## config.mk

```make
export PLATFORM = sky130hd
export DESIGN_NAME = run_length_byte_encoder
export DESIGN_NICKNAME = d
export VERILOG_FILES = /design/src/hdl/rle_pkg.sv /design/src/hdl/rle_ctrl.sv /design/src/hdl/rle_pack.sv /design/src/hdl/run_length_byte_encoder.sv
export SDC_FILE = /design/constraint.sdc
export NUM_CORES = 1
export LEC_CHECK = 0
export BUFFER_PORTS_ARGS = -buffer_cell sky130_fd_sc_hd__buf_2
export CAP_MARGIN = 30
export CORE_MARGIN = 2
export CORE_UTILIZATION = 52
export CTS_CLUSTER_DIAMETER = 30
export CTS_CLUSTER_SIZE = 25
export DETAILED_ROUTE_END_ITERATION = 8
export PLACE_DENSITY = 0.68
export SYNTH_ARGS = -nofsm -noshare
export SYNTH_HDL_FRONTEND = slang
export SYNTH_HIERARCHICAL = 1
export SYNTH_SLANG_ARGS = --single-unit
```

## constraint.sdc

```tcl
create_clock -name clk -period 4.95 [get_ports clk]
set_input_delay 0.495 -clock clk [delete_from_list [all_inputs] [get_ports clk]]
set_output_delay 0.495 -clock clk [all_outputs]
set_load 0.05 [all_outputs]
```

## src/hdl/rle_pkg.sv

```systemverilog
package rle_pkg;

  localparam int BUF_DEPTH = 128;
  localparam int ADDR_W    = 7;
  localparam int CNT_W     = 8;
  localparam int LANES     = 4;
  localparam int NUM_W     = 3;
  localparam int TDATA_W   = 40;
  localparam int PAD_W     = TDATA_W - NUM_W - LANES * 8;

  localparam logic [7:0] THR_RESET = 8'd3;
  localparam logic [7:0] THR_MIN   = 8'd2;
  localparam logic [7:0] END_CODE  = 8'd128;
  localparam int         RUN_BASE  = 257;

  localparam logic OP_DATA = 1'b0;
  localparam logic OP_END  = 1'b1;

  typedef enum logic [1:0] {
    MODE_START = 2'd0,
    MODE_LIT   = 2'd1,
    MODE_RUN   = 2'd2
  } rle_mode_t;

  typedef enum logic [2:0] {
    S_IDLE,
    S_HDR,
    S_MEM,
    S_REP,
    S_END
  } rle_state_t;

  // one encoded byte on its way to the packer
  typedef struct packed {
    logic [7:0] data;
    logic       last;
    logic       fin;
  } rle_byte_t;

  // one packed result
  typedef struct packed {
    logic [NUM_W-1:0]       count;
    logic [LANES-1:0][7:0]  lanes;
    logic                   last;
    logic                   fin;
  } rle_chunk_t;

  function automatic logic [7:0] run_hdr(input logic [CNT_W-1:0] len);
    logic [8:0] d;
    d = 9'(RUN_BASE) - {1'b0, len};
    return d[7:0];
  endfunction

endpackage

```

## src/hdl/rle_ctrl.sv

```systemverilog
module rle_ctrl
  import rle_pkg::*;
#(
  parameter int MAX_SEGMENT = 128
) (
  input  logic       clk,
  input  logic       rst_n,
  input  logic [7:0] thr_cfg,
  input  logic       in_valid,
  output logic       in_ready,
  input  logic       in_op,
  input  logic [7:0] in_byte,
  output logic       b_valid,
  input  logic       b_ready,
  output rle_byte_t  b_out
);

  localparam logic [CNT_W-1:0] MAX_SEG = CNT_W'(MAX_SEGMENT);

  rle_state_t        state_r, state_nxt;
  rle_mode_t         mode_r, mode_nxt;
  logic [ADDR_W-1:0] head_r, head_nxt;
  logic [CNT_W-1:0]  cnt_r, cnt_nxt;
  logic [CNT_W-1:0]  trail_r, trail_nxt;
  logic [7:0]        last_r, last_nxt;
  logic              wr_defer_r, wr_defer_nxt;

  // per-transaction job description
  logic [7:0]        hdr_r, hdr_nxt;
  logic [7:0]        rep_r, rep_nxt;
  logic [CNT_W-1:0]  rem_r, rem_nxt;
  logic [ADDR_W-1:0] rd_ptr_r, rd_ptr_nxt;
  logic              body_mem_r, body_mem_nxt;
  logic              end_en_r, end_en_nxt;

  logic [7:0]        mem [BUF_DEPTH];
  logic [7:0]        rd_data_r;
  logic              wr_en, rd_en;
  logic [ADDR_W-1:0] wr_addr;
  logic [7:0]        wr_data;

  logic [7:0]        thr;

  always_comb begin
    thr = thr_cfg;
    if (thr_cfg < THR_MIN) begin
      thr = THR_MIN;
    end else if (thr_cfg > MAX_SEG) begin
      thr = MAX_SEG;
    end
  end

  always_comb begin
    logic             same;
    logic [CNT_W-1:0] cnt_inc;
    logic [CNT_W-1:0] trail_new;
    logic [CNT_W-1:0] lit_len;
    same      = (in_byte == last_r);
    cnt_inc   = cnt_r + 1'b1;
    trail_new = same ? trail_r + 1'b1 : CNT_W'(1);
    lit_len   = cnt_inc - trail_new;

    state_nxt    = state_r;
    mode_nxt     = mode_r;
    head_nxt     = head_r;
    cnt_nxt      = cnt_r;
    trail_nxt    = trail_r;
    last_nxt     = last_r;
    wr_defer_nxt = wr_defer_r;
    hdr_nxt      = hdr_r;
    rep_nxt      = rep_r;
    rem_nxt      = rem_r;
    rd_ptr_nxt   = rd_ptr_r;
    body_mem_nxt = body_mem_r;
    end_en_nxt   = end_en_r;
    wr_en        = 1'b0;
    wr_addr      = head_r + cnt_r[ADDR_W-1:0];
    wr_data      = in_byte;
    rd_en        = 1'b0;
    in_ready     = 1'b0;
    b_valid      = 1'b0;
    b_out        = '0;

    unique case (state_r)
      S_IDLE: begin
        in_ready = 1'b1;
        if (in_valid) begin
          wr_defer_nxt = 1'b0;
          end_en_nxt   = 1'b0;
          if (in_op == OP_DATA) begin
            case (mode_r)
              MODE_RUN: begin
                if (same && cnt_r < MAX_SEG) begin
                  cnt_nxt   = cnt_inc;
                  trail_nxt = trail_r + 1'b1;
                  if (cnt_inc >= MAX_SEG) begin
                    // full run goes out at once
                    hdr_nxt      = run_hdr(cnt_inc);
                    rep_nxt      = last_r;
                    rem_nxt      = CNT_W'(1);
                    body_mem_nxt = 1'b0;
                    state_nxt    = S_HDR;
                    cnt_nxt      = '0;
                    trail_nxt    = '0;
                    head_nxt     = '0;
                    mode_nxt     = MODE_START;
                  end
                end else begin
                  hdr_nxt      = run_hdr(cnt_r);
                  rep_nxt      = last_r;
                  rem_nxt      = CNT_W'(1);
                  body_mem_nxt = 1'b0;
                  state_nxt    = S_HDR;
                  wr_en        = 1'b1;
                  wr_addr      = '0;
                  head_nxt     = '0;
                  cnt_nxt      = CNT_W'(1);
                  trail_nxt    = CNT_W'(1);
                  last_nxt     = in_byte;
                  mode_nxt     = MODE_LIT;
                end
              end
              MODE_LIT: begin
                if (cnt_r >= MAX_SEG) begin
                  // flush full buffer, new byte lands at entry 0 after the last read
                  hdr_nxt      = cnt_r - 1'b1;
                  rd_ptr_nxt   = head_r;
                  rem_nxt      = cnt_r;
                  body_mem_nxt = 1'b1;
                  wr_defer_nxt = 1'b1;
                  state_nxt    = S_HDR;
                  head_nxt     = '0;
                  cnt_nxt      = CNT_W'(1);
                  trail_nxt    = CNT_W'(1);
                  last_nxt     = in_byte;
                end else begin
                  wr_en     = 1'b1;
                  cnt_nxt   = cnt_inc;
                  trail_nxt = trail_new;
                  last_nxt  = in_byte;
                  if (trail_new >= thr) begin
                    mode_nxt = MODE_RUN;
                    cnt_nxt  = trail_new;
                    head_nxt = head_r + lit_len[ADDR_W-1:0];
                    if (lit_len != '0) begin
                      hdr_nxt      = lit_len - 1'b1;
                      rd_ptr_nxt   = head_r;
                      rem_nxt      = lit_len;
                      body_mem_nxt = 1'b1;
                      state_nxt    = S_HDR;
                    end
                  end
                end
              end
              default: begin
                wr_en     = 1'b1;
                wr_addr   = '0;
                head_nxt  = '0;
                cnt_nxt   = CNT_W'(1);
                trail_nxt = CNT_W'(1);
                last_nxt  = in_byte;
                mode_nxt  = MODE_LIT;
              end
            endcase
          end else begin
            end_en_nxt = 1'b1;
            if (mode_r == MODE_LIT) begin
              hdr_nxt      = cnt_r - 1'b1;
              rd_ptr_nxt   = head_r;
              rem_nxt      = cnt_r;
              body_mem_nxt = 1'b1;
              state_nxt    = S_HDR;
            end else if (mode_r == MODE_RUN && cnt_r != '0) begin
              // pending run leaves as a literal of repeated bytes
              hdr_nxt      = cnt_r - 1'b1;
              rep_nxt      = last_r;
              rem_nxt      = cnt_r;
              body_mem_nxt = 1'b0;
              state_nxt    = S_HDR;
            end else begin
              state_nxt = S_END;
            end
            cnt_nxt   = '0;
            trail_nxt = '0;
            head_nxt  = '0;
            last_nxt  = '0;
            mode_nxt  = MODE_START;
          end
        end
      end
      S_HDR: begin
        b_valid    = 1'b1;
        b_out.data = hdr_r;
        if (b_ready) begin
          if (body_mem_r) begin
            rd_en      = 1'b1;
            rd_ptr_nxt = rd_ptr_r + 1'b1;
            state_nxt  = S_MEM;
          end else begin
            state_nxt = S_REP;
          end
        end
      end
      S_MEM: begin
        b_valid    = 1'b1;
        b_out.data = rd_data_r;
        b_out.last = (rem_r == CNT_W'(1)) && !end_en_r;
        if (b_ready) begin
          rem_nxt = rem_r - 1'b1;
          if (rem_r != CNT_W'(1)) begin
            // prefetch the next byte while this one is taken
            rd_en      = 1'b1;
            rd_ptr_nxt = rd_ptr_r + 1'b1;
          end else begin
            if (wr_defer_r) begin
              wr_en        = 1'b1;
              wr_addr      = '0;
              wr_data      = last_r;
              wr_defer_nxt = 1'b0;
            end
            state_nxt = end_en_r ? S_END : S_IDLE;
          end
        end
      end
      S_REP: begin
        b_valid    = 1'b1;
        b_out.data = rep_r;
        b_out.last = (rem_r == CNT_W'(1)) && !end_en_r;
        if (b_ready) begin
          rem_nxt = rem_r - 1'b1;
          if (rem_r == CNT_W'(1)) begin
            state_nxt = end_en_r ? S_END : S_IDLE;
          end
        end
      end
      S_END: begin
        b_valid    = 1'b1;
        b_out.data = END_CODE;
        b_out.last = 1'b1;
        b_out.fin  = 1'b1;
        if (b_ready) begin
          state_nxt = S_IDLE;
        end
      end
      default: begin
        state_nxt = S_IDLE;
      end
    endcase
  end

  always_ff @(posedge clk) begin
    if (!rst_n) begin
      state_r    <= S_IDLE;
      mode_r     <= MODE_START;
      head_r     <= '0;
      cnt_r      <= '0;
      trail_r    <= '0;
      last_r     <= '0;
      wr_defer_r <= 1'b0;
    end else begin
      state_r    <= state_nxt;
      mode_r     <= mode_nxt;
      head_r     <= head_nxt;
      cnt_r      <= cnt_nxt;
      trail_r    <= trail_nxt;
      last_r     <= last_nxt;
      wr_defer_r <= wr_defer_nxt;
    end
  end

  always_ff @(posedge clk) begin
    hdr_r      <= hdr_nxt;
    rep_r      <= rep_nxt;
    rem_r      <= rem_nxt;
    rd_ptr_r   <= rd_ptr_nxt;
    body_mem_r <= body_mem_nxt;
    end_en_r   <= end_en_nxt;
  end

  always_ff @(posedge clk) begin
    if (wr_en) begin
      mem[wr_addr] <= wr_data;
    end
    if (rd_en) begin
      rd_data_r <= mem[rd_ptr_r];
    end
  end

`ifndef SYNTHESIS
  a_cnt_max: assert property (@(posedge clk) disable iff (!rst_n)
    cnt_r <= MAX_SEG)
    else $error("pending count above segment limit");

  a_run_len: assert property (@(posedge clk) disable iff (!rst_n)
    mode_r == MODE_RUN |-> cnt_r >= CNT_W'(2))
    else $error("run mode with fewer than two bytes");

  a_lit_nonempty: assert property (@(posedge clk) disable iff (!rst_n)
    mode_r == MODE_LIT |-> cnt_r != '0)
    else $error("literal mode with empty buffer");

  a_trail: assert property (@(posedge clk) disable iff (!rst_n)
    trail_r <= cnt_r)
    else $error("trailing run longer than pending bytes");

  a_body_rem: assert property (@(posedge clk) disable iff (!rst_n)
    (state_r == S_MEM || state_r == S_REP) |-> rem_r != '0)
    else $error("body state with nothing left to send");
`endif

endmodule

```

## src/hdl/rle_pack.sv

```systemverilog
module rle_pack
  import rle_pkg::*;
(
  input  logic       clk,
  input  logic       rst_n,
  input  logic       b_valid,
  output logic       b_ready,
  input  rle_byte_t  b_in,
  output logic       out_valid,
  input  logic       out_ready,
  output rle_chunk_t out_chunk
);

  rle_chunk_t acc_r, acc_nxt;
  logic       acc_done_r, acc_done_nxt;
  rle_chunk_t out_r;
  logic       out_valid_r, out_valid_nxt;
  logic       move;

  always_comb begin
    logic [NUM_W-1:0] base_n;
    base_n        = acc_r.count;
    acc_nxt       = acc_r;
    acc_done_nxt  = acc_done_r;
    move          = acc_done_r && (!out_valid_r || out_ready);
    b_ready       = !acc_done_r || move;
    if (move) begin
      acc_done_nxt  = 1'b0;
      base_n        = '0;
      acc_nxt.count = '0;
    end
    if (b_valid && b_ready) begin
      // a fresh chunk starts with zeroed lanes
      if (base_n == '0) begin
        acc_nxt.lanes = '0;
      end
      acc_nxt.lanes[base_n[1:0]] = b_in.data;
      acc_nxt.count = base_n + 1'b1;
      acc_nxt.last  = b_in.last;
      acc_nxt.fin   = b_in.fin;
      acc_done_nxt  = (base_n == NUM_W'(LANES - 1)) || b_in.last;
    end
    out_valid_nxt = move || (out_valid_r && !out_ready);
  end

  always_ff @(posedge clk) begin
    if (!rst_n) begin
      acc_r       <= '0;
      acc_done_r  <= 1'b0;
      out_valid_r <= 1'b0;
    end else begin
      acc_r       <= acc_nxt;
      acc_done_r  <= acc_done_nxt;
      out_valid_r <= out_valid_nxt;
    end
  end

  always_ff @(posedge clk) begin
    if (move) begin
      out_r <= acc_r;
    end
  end

  assign out_valid = out_valid_r;
  assign out_chunk = out_r;

endmodule

```

## src/hdl/run_length_byte_encoder.sv

```systemverilog
// run-length byte encoder, PostScript RunLengthEncode style
// in_*:  one transaction per input item; in_tuser = 0 for a data byte in
//        in_tdata, 1 for end of data. a byte that finishes no segment is
//        taken without leaving idle; the next one can follow in the next cycle.
// out_*: encoded stream packed up to four bytes per transaction, tlast on
//        the final chunk of an input item, tuser on the chunk with the end
//        code. chunks of one item follow in order.
// cfg_*: run threshold (clamped to 2..MAX_SEGMENT), always ready; write it
//        only while the encoder is idle.
// an item that sends encoded bytes holds in_tready low while they go out: one
// byte per cycle leaves the sequencer while the packer is ready, with literal
// bytes read back from the single-port 128-entry buffer into a register ahead
// of being sent. out_tvalid rises once the first chunk is complete and has
// moved from the packer's accumulator to its output register. flushes run up
// to 130 bytes.
// a stalled out_tready backs up through the packer into the sequencer and
// in_tready stays low until all bytes of the item are in the packer.
// reset returns to start mode with threshold 3; buffer contents are not
// cleared and are only read after being written.
module run_length_byte_encoder
  import rle_pkg::*;
#(
  parameter int MAX_SEGMENT = 128
) (
  input  logic               clk,
  input  logic               rst_n,
  input  logic               cfg_valid,
  output logic               cfg_ready,
  input  logic [7:0]         cfg_data,    // run_threshold
  input  logic               in_tvalid,
  output logic               in_tready,
  input  logic [7:0]         in_tdata,    // [7:0] data_byte
  input  logic               in_tuser,    // [0] opcode
  output logic               out_tvalid,
  input  logic               out_tready,
  // [7:0] byte0, [15:8] byte1, [23:16] byte2, [31:24] byte3, [34:32] valid_bytes
  output logic [TDATA_W-1:0] out_tdata,
  output logic               out_tlast,   // chunk_last
  output logic               out_tuser    // [0] stream_end
);

  logic [7:0] thr_r;
  logic       b_valid;
  logic       b_ready;
  rle_byte_t  b_data;
  rle_chunk_t chunk;

  always_ff @(posedge clk) begin
    if (!rst_n) begin
      thr_r <= THR_RESET;
    end else if (cfg_valid) begin
      thr_r <= cfg_data;
    end
  end

  assign cfg_ready = 1'b1;

  rle_ctrl #(
    .MAX_SEGMENT(MAX_SEGMENT)
  ) u_ctrl (
    .clk      (clk),
    .rst_n    (rst_n),
    .thr_cfg  (thr_r),
    .in_valid (in_tvalid),
    .in_ready (in_tready),
    .in_op    (in_tuser),
    .in_byte  (in_tdata),
    .b_valid  (b_valid),
    .b_ready  (b_ready),
    .b_out    (b_data)
  );

  rle_pack u_pack (
    .clk       (clk),
    .rst_n     (rst_n),
    .b_valid   (b_valid),
    .b_ready   (b_ready),
    .b_in      (b_data),
    .out_valid (out_tvalid),
    .out_ready (out_tready),
    .out_chunk (chunk)
  );

  assign out_tdata = {{PAD_W{1'b0}}, chunk.count, chunk.lanes};
  assign out_tlast = chunk.last;
  assign out_tuser = chunk.fin;

endmodule

```

==> results_dict.tcl <==
set metrics [dict create \
    ys_warn_count 6 \
    fin_nets 3009 \
    setup_ws_ns 0.6254 \
    relSlewSlack 0.2179 \
    cap_viol_max_count 0 \
    yosysTopAreaCell "edfxtp_1" \
    hold_ws_ns 0.05229 \
    m1WireLength_mm 46.65 \
    postSynthCellCount 2651 \
    critical_path_class "register to register" \
    wl_per_cell_um 27.29 \
    status "finished, final reports clean" \
    hold_end "u_ctrl/last_r[1]$_SDFFE_PN0P_" \
    hpwl_mm 72.85 \
    ys.flop_type "edfxtp_1" \
    worstPathMaxFanout 8 \
    drtIter0Drc 3267 \
    diodes 0 \
    vdd_ir_drop_max_v 0.0003296 \
    skew_ns 0.03234 \
    worst-r2r-setup-slack_ns 0.63 \
    io_buffer_count 60 \
    r2r-start "u_ctrl/last_r[4]$_SDFFE_PN0P_" \
    ys_seq_area_frac 0.7120 \
    fin_setup_tns_ns 0 \
    p_leak_nw 19.56 \
    grt_pass1_wl_mm 177.2 \
    period_share 0.8737 \
    clk_path_buf_depth 3 \
    r2r_end "u_ctrl/rem_r[2]$_DFFE_PP_" \
    crit_required_ns 5.39 \
    min_path_cells 3 \
    n_fill_cell 6296 \
    synth_common_cells "edfxtp_1 (1,102), mux4_2 (312), nor2_1 (135)" \
    period_needed_ns 4.325 \
    syn_area_mm2 0.04884 \
    gr-total-overflow 0 \
    wl_met2_mm 58.05 \
    worst_slew_pin_slew_ns 1.163 \
    final_max_slew_viol_count 0 \
    antenna_found_initial 1 \
    clock_latency_ns 0.77 \
    gp_congestion 0.9263 \
    avgSynthCellArea_um2 18.42 \
    holdCritStartpoint "in_tdata[1]" \
    core_area_mm2 0.09319 \
    die_area_mm2 0.09638 \
    multi_input_area_mm2 0.01324 \
    htreeDepth 4 \
    post-place-ws_ns 0.4035 \
    cts_tree "done" \
    synth_most_common_cell "edfxtp_1" \
    synth_cell_types 86 \
    cp-end-kind "register" \
    start_kind "register" \
    cts.sinks 1186 \
    reg2reg_depth 13 \
    seq_area_mm2 0.03477 \
    grt_use_total 0.2524 \
    arrival_ns 4.76 \
    finalSetupViolations 0 \
    grt_pass1_vias 27360 \
    grt_max_degree 129 \
    top_layer_used "met4" \
    drc 0 \
    die_w_um 310.5 \
    power_density_mw_per_mm2 528.7 \
    ys_top_cells_by_area "edfxtp_1 (68%), mux4_2 (14%), dfxtp_1 (3.4%)" \
    floorplan.initialDensity 0.5240 \
    ys_ff_latch 1186 \
    cts_made_buffers 200 \
    hold_class "input pin to register" \
    root_buffer "clkbuf_16" \
    layout-drive-gt1-share 0.2890 \
    rsz0062_at_grt "no" \
    cts_setup_buffers 0 \
    die_h_um 310.5 \
    io_pins 67 \
    drtPass1Iterations 6 \
    fmax_mhz 231.2 \
    total_power_mw 31.03 \
    clk_pin_slew_ns 0.05 \
    yosysTopAreaCellShare 0.6776 \
    areaGrowthSynthToFinish_pct 20.19 \
    wl_mm 119.1 \
    postSynth.asyncResetShare 0 \
    via_per_inst 6.188 \
    hold_viol 0 \
    dr_wl_met3_mm 10.23 \
    synth-edff-count 1102 \
    std_cell_rows 112 \
    vias 27010 \
    ant_nets 0 \
]
layout make-up:
cell class                      count  share of cell area
Multi-Input combinational cell   1271              0.2256
Inverter                           50            0.003198
Sequential cell                  1186              0.5925
Tap cell                         1254             0.02673
Clock inverter                    154             0.03441
Timing Repair Buffer              228             0.02984
Clock buffer                      222             0.08776
repair_timing:
| item | in CTS | in global routing |
|---|---|---|
| hold buffers | 11 | 0 |
| endpoints found under the hold margin | 11 | 0 |
| gates resized for setup | 0 | 0 |
state kept, by name (all words and copies together), names as in the netlist, 7 cells and up, named ones only:
name              count
u_ctrl/rd_data_r      8
u_pack/out_chunk     37
u_ctrl/mem         1024
thr_r                 8
u_ctrl/hdr_r          8
u_ctrl/cnt_r          8
u_pack/acc_r         29
u_ctrl/rem_r          8
u_ctrl/rep_r          8
u_ctrl/trail_r        8
u_ctrl/head_r         7
u_ctrl/last_r         8
u_ctrl/rd_ptr_r       7
report_power, final:
group	internal, mW	leakage (nW)	switching (mW)
Sequential	11.2	10.6	0.173
Clock	9.42	3.40	4.95
Combinational	2.20	5.54	3.07
per-stage QoR:
stage | utilization | cell area (um^2) | std cells
2_1_floorplan | - | 48850 | 2655
3_3_place_gp | 0.5512 | 51370 | 3974
3_5_place_dp | 0.5517 | 51410 | 3977
4_1_cts | 0.6298 | 58690 | 4364
5_1_grt | 0.6298 | 58690 | 4365
6_report | 0.6298 | 58690 | 4365
placed cells by master (no fill, tap or decap), types with 45 or more instances in the layout:
| cell type | netlist | final |
|---|---|---|
| edfxtp_1 | 1102 | 1102 |
| a21oi_1 | 53 | 53 |
| buf_2 | 39 | 62 |
| clkbuf_16 | 0 | 203 |
| mux4_2 | 312 | 312 |
| dfxtp_1 | 84 | 84 |
| ha_1 | 47 | 47 |
| a22oi_1 | 52 | 52 |
| nor2_1 | 135 | 135 |
| nor3_1 | 91 | 91 |
| inv_1 | 47 | 47 |
| mux2i_1 | 45 | 45 |
| nand2_1 | 108 | 108 |
| buf_4 | 14 | 141 |
worst max-delay path: stages, from the launching register on:
cell      delay (ns)
dfxtp_1         0.34
xnor2_1         0.23
nand4_1         0.33
nor2_1          0.20
buf_4           0.16
nand2_1         0.11
ha_1            0.23
fa_1            0.45
nand2b_1        0.21
a21oi_1         0.17
o211ai_1        0.24
or4_1           0.65
nor4_2          0.33
o22ai_1         0.36
how the worst max path moves through the flow:
stage	start	end
global placement	in_tdata[3]	u_ctrl/rem_r[1]$_DFFE_PP_
detailed placement	in_tdata[4]	u_ctrl/rem_r[4]$_DFFE_PP_
CTS	u_ctrl/last_r[4]$_SDFFE_PN0P_	u_ctrl/rem_r[2]$_DFFE_PP_
finish	u_ctrl/last_r[4]$_SDFFE_PN0P_	u_ctrl/rem_r[2]$_DFFE_PP_
floorplan	in_tdata[2]	u_ctrl/rd_ptr_r[0]$_DFFE_PP_
global route	u_ctrl/last_r[4]$_SDFFE_PN0P_	u_ctrl/rem_r[0]$_DFFE_PP_
layer usage:
| metal | up-vias | GRT usage |
|---|---|---|
| li1 | 11460 | - |
| met1 | 14000 | 0.3399 |
| met2 | 1301 | 0.4066 |
| met3 | 251 | 0.05394 |
| met4 | 0 | 0.09853 |
| met5 | - | 0 |
cells by family after synthesis:
group                      count (synthesis)  synth area share
muxes                                    365            0.1550
and+or+nand+nor                          523           0.05321
xor gates and xnor gates                  60           0.01076
DFF                                     1186            0.7120
buffers and inverters                    198           0.01773
other                                      2         0.0001538
AOI/OAI and AO/OA                        267           0.03787
adders and majority gates                 50           0.01327
Power figures use the tool's default switching activity.
